==> src/hw/rtl/bmp4_pkg.sv <==
package bmp4_pkg;

    // Fixed limits of the decoder
    localparam logic [31:0] MAX_WIDTH       = 32'd1024;
    localparam logic [31:0] MAX_HEIGHT      = 32'd1024;
    localparam logic [31:0] PALETTE_ENTRIES = 32'd16;
    localparam int          MAX_RESULTS     = 3;

    // File format constants
    localparam logic [15:0] BMP_MAGIC   = 16'h4D42;
    localparam logic [31:0] INFO_SIZE   = 32'd40;
    localparam logic [15:0] BIT_DEPTH   = 16'd4;
    localparam logic [31:0] HDR_BYTES   = 32'd54;

    // Byte positions that close a header field
    localparam logic [31:0] BP_MAGIC    = 32'd1;
    localparam logic [31:0] BP_OFFSET   = 32'd13;
    localparam logic [31:0] BP_HDR_SIZE = 32'd17;
    localparam logic [31:0] BP_WIDTH    = 32'd21;
    localparam logic [31:0] BP_HEIGHT   = 32'd25;
    localparam logic [31:0] BP_DEPTH    = 32'd29;
    localparam logic [31:0] BP_COMPRESS = 32'd33;
    localparam logic [31:0] BP_COLORS   = 32'd49;
    localparam logic [31:0] BP_LAST     = 32'd53;

    // Error codes
    localparam logic [2:0] ERR_MAGIC     = 3'd0;
    localparam logic [2:0] ERR_HDR_SIZE  = 3'd1;
    localparam logic [2:0] ERR_DEPTH     = 3'd2;
    localparam logic [2:0] ERR_COMPRESS  = 3'd3;
    localparam logic [2:0] ERR_TOPDOWN   = 3'd4;
    localparam logic [2:0] ERR_LARGE     = 3'd5;
    localparam logic [2:0] ERR_OFFSET    = 3'd6;
    localparam logic [2:0] ERR_TRUNCATED = 3'd7;

    typedef enum logic [2:0] {
        PH_HEADER,
        PH_PALETTE,
        PH_SKIP,
        PH_PIXELS,
        PH_DRAIN
    } phase_t;

    typedef enum logic [1:0] {
        KIND_HEADER,
        KIND_PALETTE,
        KIND_PIXEL,
        KIND_ERROR
    } kind_t;

    typedef struct packed {
        kind_t       kind;
        logic [2:0]  err_code;
        logic [10:0] pos_x;
        logic [10:0] pos_y;
        logic [3:0]  pixel_index;
        logic [7:0]  red;
        logic [7:0]  green;
        logic [7:0]  blue;
        logic [7:0]  alpha;
        logic        image_done;
    } result_t;

    // All results caused by one input byte
    typedef struct packed {
        logic [1:0]                  cnt;
        result_t [MAX_RESULTS-1:0]   res;
    } bundle_t;

    function automatic result_t res_header(input logic [10:0] w, input logic [10:0] h);
        result_t r;
        r = '0;
        r.kind  = KIND_HEADER;
        r.pos_x = w;
        r.pos_y = h;
        return r;
    endfunction

    function automatic result_t res_palette(input logic [3:0] idx, input logic [7:0] rd,
                                            input logic [7:0] gr, input logic [7:0] bl,
                                            input logic [7:0] al);
        result_t r;
        r = '0;
        r.kind  = KIND_PALETTE;
        r.pos_x = {7'd0, idx};
        r.red   = rd;
        r.green = gr;
        r.blue  = bl;
        r.alpha = al;
        return r;
    endfunction

    function automatic result_t res_pixel(input logic [10:0] x, input logic [10:0] y,
                                          input logic [3:0] v, input logic done);
        result_t r;
        r = '0;
        r.kind        = KIND_PIXEL;
        r.pos_x       = x;
        r.pos_y       = y;
        r.pixel_index = v;
        r.image_done  = done;
        return r;
    endfunction

    function automatic result_t res_error(input logic [2:0] code);
        result_t r;
        r = '0;
        r.kind     = KIND_ERROR;
        r.err_code = code;
        return r;
    endfunction

endpackage

==> src/hw/rtl/bmp4_parser.sv <==
module bmp4_parser (
    input  logic              clk,
    input  logic              rst_n,
    input  logic              s_tvalid,
    output logic              s_tready,
    input  logic [7:0]        s_tdata,     // data_byte
    input  logic              s_tlast,     // stream_end
    input  logic              q_full,
    output logic              q_push,
    output bmp4_pkg::bundle_t q_bundle
);
    import bmp4_pkg::*;

    phase_t      phase_reg, phase_next;
    logic [31:0] byte_pos_reg, byte_pos_next;
    logic [31:0] fa_reg, fa_next;
    logic [31:0] data_offset_reg, data_offset_next;
    logic [10:0] width_reg, width_next;
    logic [10:0] height_reg, height_next;
    logic [4:0]  pal_count_reg, pal_count_next;
    logic [10:0] col_reg, col_next;
    logic [10:0] row_reg, row_next;
    logic [1:0]  pad_reg, pad_next;
    logic        topdown_reg, topdown_next;
    logic        large_reg, large_next;

    logic        accept;
    logic [31:0] fa_shift;
    bundle_t     bnd;
    logic [1:0]  n;
    logic        hdr_err;
    logic [2:0]  hdr_code;
    logic [6:0]  pal_k;
    logic [3:0]  pal_idx;
    logic        skip_hit;
    logic        do_pixel;
    logic [10:0] pc, pr, py, pr_inc;
    logic [1:0]  pp;
    logic [11:0] c1, c2, w12, w_inc;
    logic        second;
    logic        last_row;

    assign s_tready = !q_full;
    assign accept   = s_tvalid && s_tready;
    assign q_bundle = bnd;
    assign q_push   = accept && (bnd.cnt != 2'd0);

    // Per-byte parse: next state and the results this byte causes
    always_comb
    begin
        phase_next       = phase_reg;
        byte_pos_next    = byte_pos_reg;
        fa_next          = fa_reg;
        data_offset_next = data_offset_reg;
        width_next       = width_reg;
        height_next      = height_reg;
        pal_count_next   = pal_count_reg;
        col_next         = col_reg;
        row_next         = row_reg;
        pad_next         = pad_reg;
        topdown_next     = topdown_reg;
        large_next       = large_reg;

        bnd      = '0;
        n        = 2'd0;
        hdr_err  = 1'b0;
        hdr_code = ERR_MAGIC;
        fa_shift = {s_tdata, fa_reg[31:8]};
        pal_k    = byte_pos_reg[6:0] - HDR_BYTES[6:0];
        pal_idx  = pal_k[5:2];
        skip_hit = (byte_pos_reg == data_offset_reg);
        do_pixel = (phase_reg == PH_PIXELS) || ((phase_reg == PH_SKIP) && skip_hit);

        // pixel counters start from zero on the first pixel byte
        pc = (phase_reg == PH_SKIP) ? 11'd0 : col_reg;
        pr = (phase_reg == PH_SKIP) ? 11'd0 : row_reg;
        pp = (phase_reg == PH_SKIP) ? 2'd0 : pad_reg;
        py       = height_reg - 11'd1 - pr;
        pr_inc   = pr + 11'd1;
        c1       = {1'b0, pc} + 12'd1;
        c2       = {1'b0, pc} + 12'd2;
        w12      = {1'b0, width_reg};
        w_inc    = w12 + 12'd1;
        second   = (c1 < w12);
        last_row = (pr_inc == height_reg);

        unique case (phase_reg)
            PH_HEADER:
            begin
                fa_next = fa_shift;
                unique case (byte_pos_reg)
                    BP_MAGIC:
                    begin
                        if (fa_shift[31:16] != BMP_MAGIC)
                        begin
                            hdr_err  = 1'b1;
                            hdr_code = ERR_MAGIC;
                        end
                    end
                    BP_OFFSET: data_offset_next = fa_shift;
                    BP_HDR_SIZE:
                    begin
                        if (fa_shift != INFO_SIZE)
                        begin
                            hdr_err  = 1'b1;
                            hdr_code = ERR_HDR_SIZE;
                        end
                    end
                    BP_WIDTH:
                    begin
                        if (fa_shift[31] || fa_shift > MAX_WIDTH)
                            large_next = 1'b1;
                        else
                            width_next = fa_shift[10:0];
                    end
                    BP_HEIGHT:
                    begin
                        if (fa_shift[31])
                            topdown_next = 1'b1;
                        else if (fa_shift > MAX_HEIGHT)
                            large_next = 1'b1;
                        else
                            height_next = fa_shift[10:0];
                    end
                    BP_DEPTH:
                    begin
                        if (fa_shift[31:16] != BIT_DEPTH)
                        begin
                            hdr_err  = 1'b1;
                            hdr_code = ERR_DEPTH;
                        end
                    end
                    BP_COMPRESS:
                    begin
                        if (fa_shift != 32'd0)
                        begin
                            hdr_err  = 1'b1;
                            hdr_code = ERR_COMPRESS;
                        end
                    end
                    BP_COLORS:
                    begin
                        // zero colors used means a full palette
                        if (fa_shift == 32'd0)
                            pal_count_next = PALETTE_ENTRIES[4:0];
                        else if (fa_shift > PALETTE_ENTRIES)
                            large_next = 1'b1;
                        else
                            pal_count_next = fa_shift[4:0];
                    end
                    BP_LAST:
                    begin
                        priority if (topdown_reg)
                        begin
                            hdr_err  = 1'b1;
                            hdr_code = ERR_TOPDOWN;
                        end
                        else if (large_reg)
                        begin
                            hdr_err  = 1'b1;
                            hdr_code = ERR_LARGE;
                        end
                        else if (data_offset_reg < HDR_BYTES + {25'd0, pal_count_reg, 2'b00})
                        begin
                            hdr_err  = 1'b1;
                            hdr_code = ERR_OFFSET;
                        end
                        else
                        begin
                            bnd.res[n] = res_header(width_reg, height_reg);
                            n          = n + 2'd1;
                            phase_next = PH_PALETTE;
                        end
                    end
                    default: ;
                endcase
                if (hdr_err)
                begin
                    bnd.res[n] = res_error(hdr_code);
                    n          = n + 2'd1;
                    phase_next = PH_DRAIN;
                end
                byte_pos_next = byte_pos_reg + 32'd1;
            end

            PH_PALETTE:
            begin
                fa_next = fa_shift;
                if (pal_k[1:0] == 2'd3)
                begin
                    bnd.res[n] = res_palette(pal_idx, fa_shift[23:16], fa_shift[15:8],
                                             fa_shift[7:0], s_tdata);
                    n          = n + 2'd1;
                    if ({1'b0, pal_idx} + 5'd1 >= pal_count_reg)
                    begin
                        if (width_reg == 11'd0 || height_reg == 11'd0)
                            phase_next = PH_DRAIN;
                        else
                            phase_next = PH_SKIP;
                    end
                end
                byte_pos_next = byte_pos_reg + 32'd1;
            end

            PH_SKIP:
            begin
                if (skip_hit)
                    phase_next = PH_PIXELS;
                else
                    byte_pos_next = byte_pos_reg + 32'd1;
            end

            PH_PIXELS: ;
            PH_DRAIN: ;
            default: ;
        endcase

        // Pixel byte: row padding or up to two pixels, high nibble first
        if (do_pixel)
        begin
            col_next = pc;
            row_next = pr;
            pad_next = pp;
            if (pp != 2'd0)
            begin
                pad_next = pp - 2'd1;
            end
            else
            begin
                bnd.res[n] = res_pixel(pc, py, s_tdata[7:4], (c1 == w12) && last_row);
                n          = n + 2'd1;
                if (second)
                begin
                    bnd.res[n] = res_pixel(c1[10:0], py, s_tdata[3:0], (c2 == w12) && last_row);
                    n          = n + 2'd1;
                end
                if (!second || c2 >= w12)
                begin
                    row_next = pr_inc;
                    col_next = 11'd0;
                    if (pr_inc >= height_reg)
                        phase_next = PH_DRAIN;
                    else
                        pad_next = 2'd0 - w_inc[2:1];
                end
                else
                begin
                    col_next = c2[10:0];
                end
            end
        end

        // End of file: flag truncation, then expect a new header
        if (s_tlast)
        begin
            if (phase_next != PH_DRAIN)
            begin
                bnd.res[n] = res_error(ERR_TRUNCATED);
                n          = n + 2'd1;
            end
            phase_next    = PH_HEADER;
            byte_pos_next = 32'd0;
            fa_next       = 32'd0;
            topdown_next  = 1'b0;
            large_next    = 1'b0;
        end

        bnd.cnt = n;
    end

    // Parser state
    always_ff @(posedge clk or negedge rst_n)
    begin
        if (!rst_n)
        begin
            phase_reg       <= PH_HEADER;
            byte_pos_reg    <= '0;
            fa_reg          <= '0;
            data_offset_reg <= '0;
            width_reg       <= '0;
            height_reg      <= '0;
            pal_count_reg   <= '0;
            col_reg         <= '0;
            row_reg         <= '0;
            pad_reg         <= '0;
            topdown_reg     <= 1'b0;
            large_reg       <= 1'b0;
        end
        else if (accept)
        begin
            phase_reg       <= phase_next;
            byte_pos_reg    <= byte_pos_next;
            fa_reg          <= fa_next;
            data_offset_reg <= data_offset_next;
            width_reg       <= width_next;
            height_reg      <= height_next;
            pal_count_reg   <= pal_count_next;
            col_reg         <= col_next;
            row_reg         <= row_next;
            pad_reg         <= pad_next;
            topdown_reg     <= topdown_next;
            large_reg       <= large_next;
        end
    end

endmodule

==> src/hw/rtl/bmp4_queue.sv <==
module bmp4_queue #(
    parameter int DEPTH = 4
) (
    input  logic              clk,
    input  logic              rst_n,
    input  logic              push,
    input  bmp4_pkg::bundle_t wr_data,
    output logic              full,
    input  logic              pop,
    output logic              empty,
    output bmp4_pkg::bundle_t rd_data
);
    import bmp4_pkg::*;

    localparam int AW = (DEPTH > 1) ? $clog2(DEPTH) : 1;
    localparam int CW = $clog2(DEPTH + 1);

    bundle_t         mem [DEPTH];
    logic [AW-1:0]   wr_ptr_reg, wr_ptr_next;
    logic [AW-1:0]   rd_ptr_reg, rd_ptr_next;
    logic [CW-1:0]   count_reg, count_next;

    assign full    = (count_reg == CW'(DEPTH));
    assign empty   = (count_reg == '0);
    assign rd_data = mem[rd_ptr_reg];

    // Pointer and fill count update
    always_comb
    begin
        wr_ptr_next = wr_ptr_reg;
        rd_ptr_next = rd_ptr_reg;
        if (push)
            wr_ptr_next = (wr_ptr_reg == AW'(DEPTH - 1)) ? '0 : wr_ptr_reg + AW'(1);
        if (pop)
            rd_ptr_next = (rd_ptr_reg == AW'(DEPTH - 1)) ? '0 : rd_ptr_reg + AW'(1);
        unique case ({push, pop})
            2'b10:   count_next = count_reg + CW'(1);
            2'b01:   count_next = count_reg - CW'(1);
            default: count_next = count_reg;
        endcase
    end

    always_ff @(posedge clk or negedge rst_n)
    begin
        if (!rst_n)
        begin
            wr_ptr_reg <= '0;
            rd_ptr_reg <= '0;
            count_reg  <= '0;
        end
        else
        begin
            wr_ptr_reg <= wr_ptr_next;
            rd_ptr_reg <= rd_ptr_next;
            count_reg  <= count_next;
        end
    end

    // Bundle storage
    always_ff @(posedge clk)
    begin
        if (push)
            mem[wr_ptr_reg] <= wr_data;
    end

endmodule

==> src/hw/rtl/bmp4_emitter.sv <==
module bmp4_emitter (
    input  logic              clk,
    input  logic              rst_n,
    input  logic              q_empty,
    input  bmp4_pkg::bundle_t q_head,
    output logic              q_pop,
    output logic              m_tvalid,
    input  logic              m_tready,
    // err_code[2:0], pos_x[13:3], pos_y[24:14], pixel_index[28:25], red[36:29],
    // green[44:37], blue[52:45], alpha[60:53], image_done[61], zero[63:62]
    output logic [63:0]       m_tdata,
    output logic [1:0]        m_tuser,     // out_kind
    output logic              m_tlast      // last
);
    import bmp4_pkg::*;

    logic [1:0]  sub_reg, sub_next;
    logic        valid_reg, valid_next;
    result_t     res_reg;
    logic        last_reg;
    logic        load;
    logic        is_last;
    result_t     cur;

    assign m_tvalid = valid_reg;
    assign m_tuser  = res_reg.kind;
    assign m_tlast  = last_reg;
    assign m_tdata  = {2'b00, res_reg.image_done, res_reg.alpha, res_reg.blue,
                       res_reg.green, res_reg.red, res_reg.pixel_index,
                       res_reg.pos_y, res_reg.pos_x, res_reg.err_code};

    // Walk the head bundle one result per cycle into the output register, while m_tready does not hold it
    always_comb
    begin
        load    = (!valid_reg || m_tready) && !q_empty;
        cur     = q_head.res[sub_reg];
        is_last = (sub_reg == q_head.cnt - 2'd1);
        q_pop   = load && is_last;
        sub_next   = sub_reg;
        valid_next = valid_reg;
        if (load)
        begin
            valid_next = 1'b1;
            sub_next   = is_last ? 2'd0 : sub_reg + 2'd1;
        end
        else if (m_tready)
        begin
            valid_next = 1'b0;
        end
    end

    always_ff @(posedge clk or negedge rst_n)
    begin
        if (!rst_n)
        begin
            sub_reg   <= 2'd0;
            valid_reg <= 1'b0;
        end
        else
        begin
            sub_reg   <= sub_next;
            valid_reg <= valid_next;
        end
    end

    // Output payload
    always_ff @(posedge clk)
    begin
        if (load)
        begin
            res_reg  <= cur;
            last_reg <= is_last;
        end
    end

endmodule

==> src/hw/rtl/bmp4_stream_decoder.sv <==
// Streaming decoder for uncompressed 4-bit BMP files. Bytes of the file enter on the
// slave stream, one item per byte, with tlast on the final byte of the file. The block
// checks the file and info headers, reports the image size, each palette entry and each
// pixel (column and row counted from the top, bottom row first as stored), and reports
// errors with a code; after an error or a finished image bytes are dropped until tlast.
// A front parser takes one byte per cycle while the queue is not full and writes the
// up to three results of that byte as one bundle into a queue of QUEUE_DEPTH bundles;
// the back end sends one result per cycle while m_tready is high. Header, skip and
// palette bytes flow at one byte per cycle; pixel bytes, two results each at most, are
// held back by the single-result output register that follows the queue.
module bmp4_stream_decoder #(
    parameter int QUEUE_DEPTH = 4
) (
    input  logic        clk,
    input  logic        rst_n,
    input  logic        s_tvalid,
    output logic        s_tready,
    input  logic [7:0]  s_tdata,     // data_byte[7:0]
    input  logic        s_tlast,     // stream_end
    output logic        m_tvalid,
    input  logic        m_tready,
    // err_code[2:0], pos_x[13:3], pos_y[24:14], pixel_index[28:25], red[36:29],
    // green[44:37], blue[52:45], alpha[60:53], image_done[61], zero[63:62]
    output logic [63:0] m_tdata,
    output logic [1:0]  m_tuser,     // out_kind
    output logic        m_tlast      // last
);
    import bmp4_pkg::*;

    logic    q_full;
    logic    q_push;
    logic    q_pop;
    logic    q_empty;
    bundle_t q_wr;
    bundle_t q_head;

    // Front: header, palette and pixel parsing
    bmp4_parser u_parser (
        .clk      (clk),
        .rst_n    (rst_n),
        .s_tvalid (s_tvalid),
        .s_tready (s_tready),
        .s_tdata  (s_tdata),
        .s_tlast  (s_tlast),
        .q_full   (q_full),
        .q_push   (q_push),
        .q_bundle (q_wr)
    );

    // Result bundles between front and back
    bmp4_queue #(
        .DEPTH (QUEUE_DEPTH)
    ) u_queue (
        .clk     (clk),
        .rst_n   (rst_n),
        .push    (q_push),
        .wr_data (q_wr),
        .full    (q_full),
        .pop     (q_pop),
        .empty   (q_empty),
        .rd_data (q_head)
    );

    // Back: one result per cycle to the master stream while m_tready is high
    bmp4_emitter u_emitter (
        .clk      (clk),
        .rst_n    (rst_n),
        .q_empty  (q_empty),
        .q_head   (q_head),
        .q_pop    (q_pop),
        .m_tvalid (m_tvalid),
        .m_tready (m_tready),
        .m_tdata  (m_tdata),
        .m_tuser  (m_tuser),
        .m_tlast  (m_tlast)
    );

endmodule
==> config.mk <==
export PLATFORM = sky130hd
export DESIGN_NAME = bmp4_stream_decoder
export DESIGN_NICKNAME = d
export VERILOG_FILES = /design/src/hw/rtl/bmp4_pkg.sv /design/src/hw/rtl/bmp4_parser.sv /design/src/hw/rtl/bmp4_queue.sv /design/src/hw/rtl/bmp4_emitter.sv /design/src/hw/rtl/bmp4_stream_decoder.sv
export SDC_FILE = /design/constraint.sdc
export NUM_CORES = 1
export LEC_CHECK = 0
export BUFFER_PORTS_ARGS = -buffer_cell sky130_fd_sc_hd__buf_4
export CAP_MARGIN = 30
export CORE_MARGIN = 4
export CORE_UTILIZATION = 55
export CTS_BUF_LIST = sky130_fd_sc_hd__clkbuf_16
export CTS_CLUSTER_DIAMETER = 50
export DETAILED_ROUTE_END_ITERATION = 16
export PLACE_DENSITY = 0.75
export SLEW_MARGIN = 20
export SYNTH_ARGS = -nofsm -noshare
export SYNTH_HDL_FRONTEND = slang
export SYNTH_SLANG_ARGS = --single-unit
==> constraint.sdc <==
create_clock -name clk -period 20.4 [get_ports clk]
set_clock_uncertainty 0.15 [all_clocks]
set_input_delay 1.02 -clock clk [delete_from_list [all_inputs] [get_ports clk]]
set_output_delay 1.02 -clock clk [all_outputs]
set_load 0.02 [all_outputs]
==> impl_results.md, run 1 <==
* Run status: completed
* Number of enable flip-flop cells after synthesis at 573
* Max-Slew Margin vs Limit at 34.5%
* DP Cell Count at 3005
* Initial DRC Count at 1944
* Total power at 4.76 mW
* Final worst-path setup slack at 12150 ps
* Main synth FF type: edfxtp_1
* Vias at 19800
* H-tree Lvls at 3
* CP max stage cell: buf_4
* Root Buffer: clkbuf_16
* Total global-route track usage at 25.3%
* Async SR Flop Fraction at 21.2%
* Vert. Die Dim at 253 µm
* Final period utilization at 40.4%
* Util after Layout at 62.2%
* PwrDens at 129 nW/µm²
* Static leakage at 13.8 nW
* Crit path DAT at 8310 ps
* Total congestion overflow at 0
* Core Area at 59100 µm²
* Syn-to-layout area delta at 11.9%
* Post-synthesis register bit count at 727
* Worst-margin pin slew at 983 ps
* Max FFs per register at 508
* Area after DPL at 34300 µm²
* Max incr delay on CP at 820 ps
* Clk pin slew, worst setup/hold paths at 60 ps
* Die Wd at 253 µm
* Clk sinks at 727
* CP Launch Type: flip-flop
* CP bufs+invs at 5
* # resized after CTS at 0
* Core Rows at 89
* Worst Hold Class: in -> async
* Min Tclk post-route at 8250 ps
* Most frequent cells in the layout: edfxtp_1, dfrtp_1, nand2_1
* Vias in the first global route at 19800
* Syn Area/Cell at 14.7 µm²
* Number of vias per cell at 6.30
* Max-slew violations at 0
* Clk_lat worst skew at 620 ps
* Ys Warns at 0
* Final Cell Area at 36800 µm²
* Worst Path Required at 20470 ps
* Most common cell after layout, fill and taps aside: edfxtp_1
* Layout cells sized above 1 at 19.6%
* Setup violators final at 0
* First-pass GRT wire length at 122000 µm
* DP Worst Slack at 12070 ps
* Hold Fails Final Rpt at 0
* CTS Buf Count at 78
* Endpoint class of the critical path: flip-flop
* Cts hold-fix bufs at 0
* Avg WL per Cell at 25.6 µm
* CP Class: reg -> reg
* # DRC at 0
* RSZ-0062 raised after global routing: no
* Crit Path Max Fanout at 65
* Remaining antenna violation count at 0
* N_diodes at 0
* CTS tree: yes
* Delay-heaviest family, CP: simple AND/OR/NAND/NOR gates
* Post-CTS setup buffer count at 0
* Ports at 82
* Routed WL at 80700 µm
* Die ar. at 63800 µm²
* Distinct cells, synth at 89
* First drt pass iteration count at 6
* Clk buf depth at 3
* Max Fclk at 121 MHz
* Largest net degree at the start of global routing at 91
* Peak VDD IR at 0.109 mV
* Fin Hold WS at 314 ps
* PortBufs at 79
* Reg with most FFs: u_queue.mem
* Initial antenna violation count at 2
* Layout Cells excl Fill at 3150
* Gate Count Post-Synth at 2231
* Max-Cap Viols at 0
* Initial Util at 55.6%
* Placer Congestion at 0.933
* DP HPWL at 51300 µm
* Post-synthesis sequential area ratio at 64.0%
* Setup_tns at 0 ps
* Nets at 2414
* Post-synthesis instance area at 32900 µm²
-- cell type report --
type / instances / area, µm²
well taps: 773 / 967
clock inverters: 59 / 433
clock buffers: 79 / 1980
fillers: 4195 / 22300
flip-flops and latches: 727 / 21100
inverters: 99 / 372
multi-input cells: 1299 / 11000
repair buffers: 114 / 981
-- Yosys cell counts (6+ instances only) --
library cell	number	area share [%]
xnor2_1	41	1.1
nand4_1	21	0.40
and2_1	38	0.72
dfrtp_1	154	12
a22oi_1	14	0.32
nor4_1	26	0.49
buf_2	15	0.23
mux2i_1	42	1.3
buf_1	19	0.22
inv_1	99	1.1
nor2_1	137	1.6
o41ai_1	7	0.19
a21o_1	15	0.34
mux4_2	127	8.7
and4_1	10	0.27
o21ai_0	62	0.94
xor2_1	75	2.0
nor2b_1	42	0.80
edfxtp_1	573	52
a21oi_1	62	0.94
ha_1	80	3.0
mux2_2	53	1.8
and3_1	12	0.23
a31oi_1	8	0.15
nor3_1	32	0.49
or3_1	12	0.23
a21oi_2	12	0.32
buf_6	7	0.24
o31ai_1	6	0.14
clkbuf_1	61	0.70
nand2b_1	14	0.27
a211oi_1	6	0.14
a22o_1	28	0.75
o22ai_1	29	0.55
nand3_1	52	0.79
nand2_1	144	1.6
-- power by group --
group	internal [mW]	total, mW	switching, mW
sequential	1.96	2.14	0.184
clock	0.760	1.33	0.575
combinational	0.544	1.28	0.739
total	3.26	4.76	1.50
-- cell families after synthesis --
kind of cell,after synthesis,synth area share (%)
other,1,0.0114
DFF,727,64.0
muxes,229,12.1
buffers and inverters,206,2.63
xor gates and xnor gates,116,3.09
and+or+nand+nor,582,9.00
adders and majority gates,82,3.17
AOI/OAI and AO/OA,288,6.01
-- worst paths after layout --
kind / startpoint / to / slack [ps] / cells past startpoint
max reg2reg: u_parser.phase_reg[2] / u_queue.mem[0][110] / 12150 / 25
min in group clk: u_queue.count_reg[0] / u_queue.count_reg[0] / 350 / 1
max: u_parser.phase_reg[2] / u_queue.mem[0][110] / 12150 / 25
min reg2reg: u_queue.count_reg[0] / u_queue.count_reg[0] / 350 / 1
min: rst_n / u_parser.byte_pos_reg[18] / 310 / 1
max in group asynchronous: rst_n / u_queue.rd_ptr_reg[1] / 18400 / 2
-- routing by layer --
metal  share of wire (%)  routed length, µm  GRT usage, %
met4                 4.0               3210          9.68
met3                 8.7               7040          5.41
met5                   0                  0             0
met2                  46              37000          38.4
met1                  41              33400          36.5
(Power assumes the default switching activity.)
==> run 2: changes to the inputs <==
Clock period 20.4 ns to 8.5 ns, I/O delays scaled along.
==> impl_results.md, run 2 (synthesized netlist as in run 1, its figures left out) <==
* DP HPWL at 51600 µm
* CP max stage cell: or3b_1
* Sequential Area at 21100 µm²
* Register share of total power at 44.4%
* P_int at 7.86 mW
* Top Layer Used: met5
* DP Cell Count at 3007
* Hold_sp: s_tdata[1]
* Met3 WL at 5770 µm
* CTS Buf Count at 77
* Clk_lat worst skew at 630 ps
* Initial DRC Count at 2211
* R2R Setup Slk at 1120 ps
* Clk buf depth at 3
* Max-Cap Viols at 0
* Worst R2R Path Depth at 28
* Syn-to-layout area delta at 12.1%
* Switching share of power at 31.4%
* Core Rows at 89
* PwrDens at 311 nW/µm²
* Max-Slew Margin vs Limit at 40.3%
* Core Area at 59100 µm²
* Routed WL at 79800 µm
* Worst Setup SP: u_parser.phase_reg[2]
* Net Sw Power at 3.60 mW
* Reg2Reg Capture Point: u_queue.count_reg[2]
* Worst Path Required at 8840 ps
* Total global-route track usage at 25.1%
* Max Fclk at 135 MHz
* DR WL met2 at 38100 µm
* Crit Path Max Fanout at 16
* Vias in the first global route at 20000
* Vias at 19800
* Fin Hold WS at 56.5 ps
* Final period utilization at 86.9%
* RSZ-0062 raised after global routing: no
* Min Tclk post-route at 7380 ps
* Layout Cells excl Fill at 3156
* Static leakage at 13.8 nW
* Logic pwr share at 27.3%
* PortBufs at 79
* Placer Congestion at 0.949
* Layout cells sized above 1 at 19.6%
* Die Wd at 253 µm
* First drt pass iteration count at 6
* Initial Util at 55.6%
* Worst Hold Class: in -> reg
* Worst-margin pin slew at 896 ps
* Post-CTS setup buffer count at 0
* Setup violators final at 0
* Endpoint class of the critical path: flip-flop
* Util after Layout at 62.4%
* H-tree Lvls at 3
* Final Cell Area at 36900 µm²
* # DRC at 0
* N_diodes at 0
* Max-slew violations at 0
* CTS tree: yes
* Most frequent cells in the layout: edfxtp_1, dfrtp_1, nand2_1
* Nets at 2416
* Routed length on met1 at 33300 µm
* Clk pin slew, worst setup/hold paths at 60 ps
* CP Capture Point: u_queue.count_reg[2]
* Reg with most FFs: u_queue.mem
* Crit path DAT at 7720 ps
* CP Class: reg -> reg
* Clk sinks at 727
* Area after DPL at 34300 µm²
* Number of vias per cell at 6.27
* Setup_tns at 0 ps
* Multi-input logic area at 11000 µm²
* First-pass GRT wire length at 122000 µm
* Most common cell after layout, fill and taps aside: edfxtp_1
* Clock Power Share at 28.3%
* Run status: completed
* Vert. Die Dim at 253 µm
* Largest net degree at the start of global routing at 128
* Total congestion overflow at 0
* Hold Fails Final Rpt at 0
* Die ar. at 63800 µm²
* Max FFs per register at 508
* Peak VDD IR at 0.191 mV
* Ports at 82
* Root Buffer: clkbuf_16
* Fillcell total at 4232
* Avg WL per Cell at 25.3 µm
* Remaining antenna violation count at 0
* Max incr delay on CP at 600 ps
* Initial antenna violation count at 3
* CP Launch Type: flip-flop
* Worst reg2reg startpoint: u_parser.phase_reg[2]
==> run 2: changes by cell type in the layout (fill, tap and decap cells not counted), moves of 2 or more <==
cell / before / now
buf_4: 102 / 105
clkinv_2: 14 / 11
buf_2: 3 / 0
buf_12: 2 / 4
inv_1: 110 / 113
dlygate4sd3_1: 0 / 3
clkinvlp_4: 2 / 4
==> run 2: per-layer routing <==
layer / up-vias / GRT usage [%]
li1: 8651 / -
met1: 10100 / 36.1
met2: 842 / 39.4
met3: 166 / 3.94
met4: 2 / 9.24
met5: - / 0
==> run 2: final cells by class <==
cell class / instances / share of cell area (%)
clock buffers: 79 / 5.36
inverters: 99 / 1.01
clock inverters: 62 / 1.27
well taps: 773 / 2.62
flip-flops and latches: 727 / 57.1
repair buffers: 117 / 2.77
multi-input cells: 1299 / 29.8
==> run 2: power by group through the flow <==
stage | combinational (mW) | clock, mW | sequential [mW]
final | 3.13 | 3.24 | 5.09
after floorplan | 1.95 | 0 | 5.18
after detailed placement | 3.10 | 0 | 5.15
after global placement | 3.04 | 0 | 5.11
after CTS | 3.12 | 3.28 | 5.09
after global routing | 3.35 | 3.44 | 5.15
==> run 2: repair_timing <==
action,4_1_cts,5_1_grt
hold buffers,3,0
hold endpoints to repair,79,0
gates resized for setup,0,0
==> run 2: stage by stage <==
step | worst slack [ps] | power, mW
final | 1120 | 11.5
after global routing | 655 | 11.9
after CTS | 1190 | 11.5
after global placement | 1470 | 8.15
after detailed placement | 1230 | 8.25
after floorplan | 1470 | 7.13
==> run 2: critical path, delay by kind of cell, from the launching register on <==
kind,cells,cell delay (ps)
simple gates,13,2990
fa+ha+maj,5,1470
compound gates,3,1000
flops,1,560
buf+inv,4,540
xor+xnor,3,520
==> run 2: worst min path at each step <==
stage	slack, ps	cells after the start	to
4_1_cts	20	2	u_parser.data_offset_reg[25]
2_1_floorplan	-20	0	u_emitter.m_tvalid
5_1_grt	30	2	u_parser.fa_reg[25]
6_report	60	2	u_parser.data_offset_reg[25]
3_5_place_dp	340	1	u_queue.count_reg[2]
3_3_place_gp	330	1	u_queue.count_reg[2]
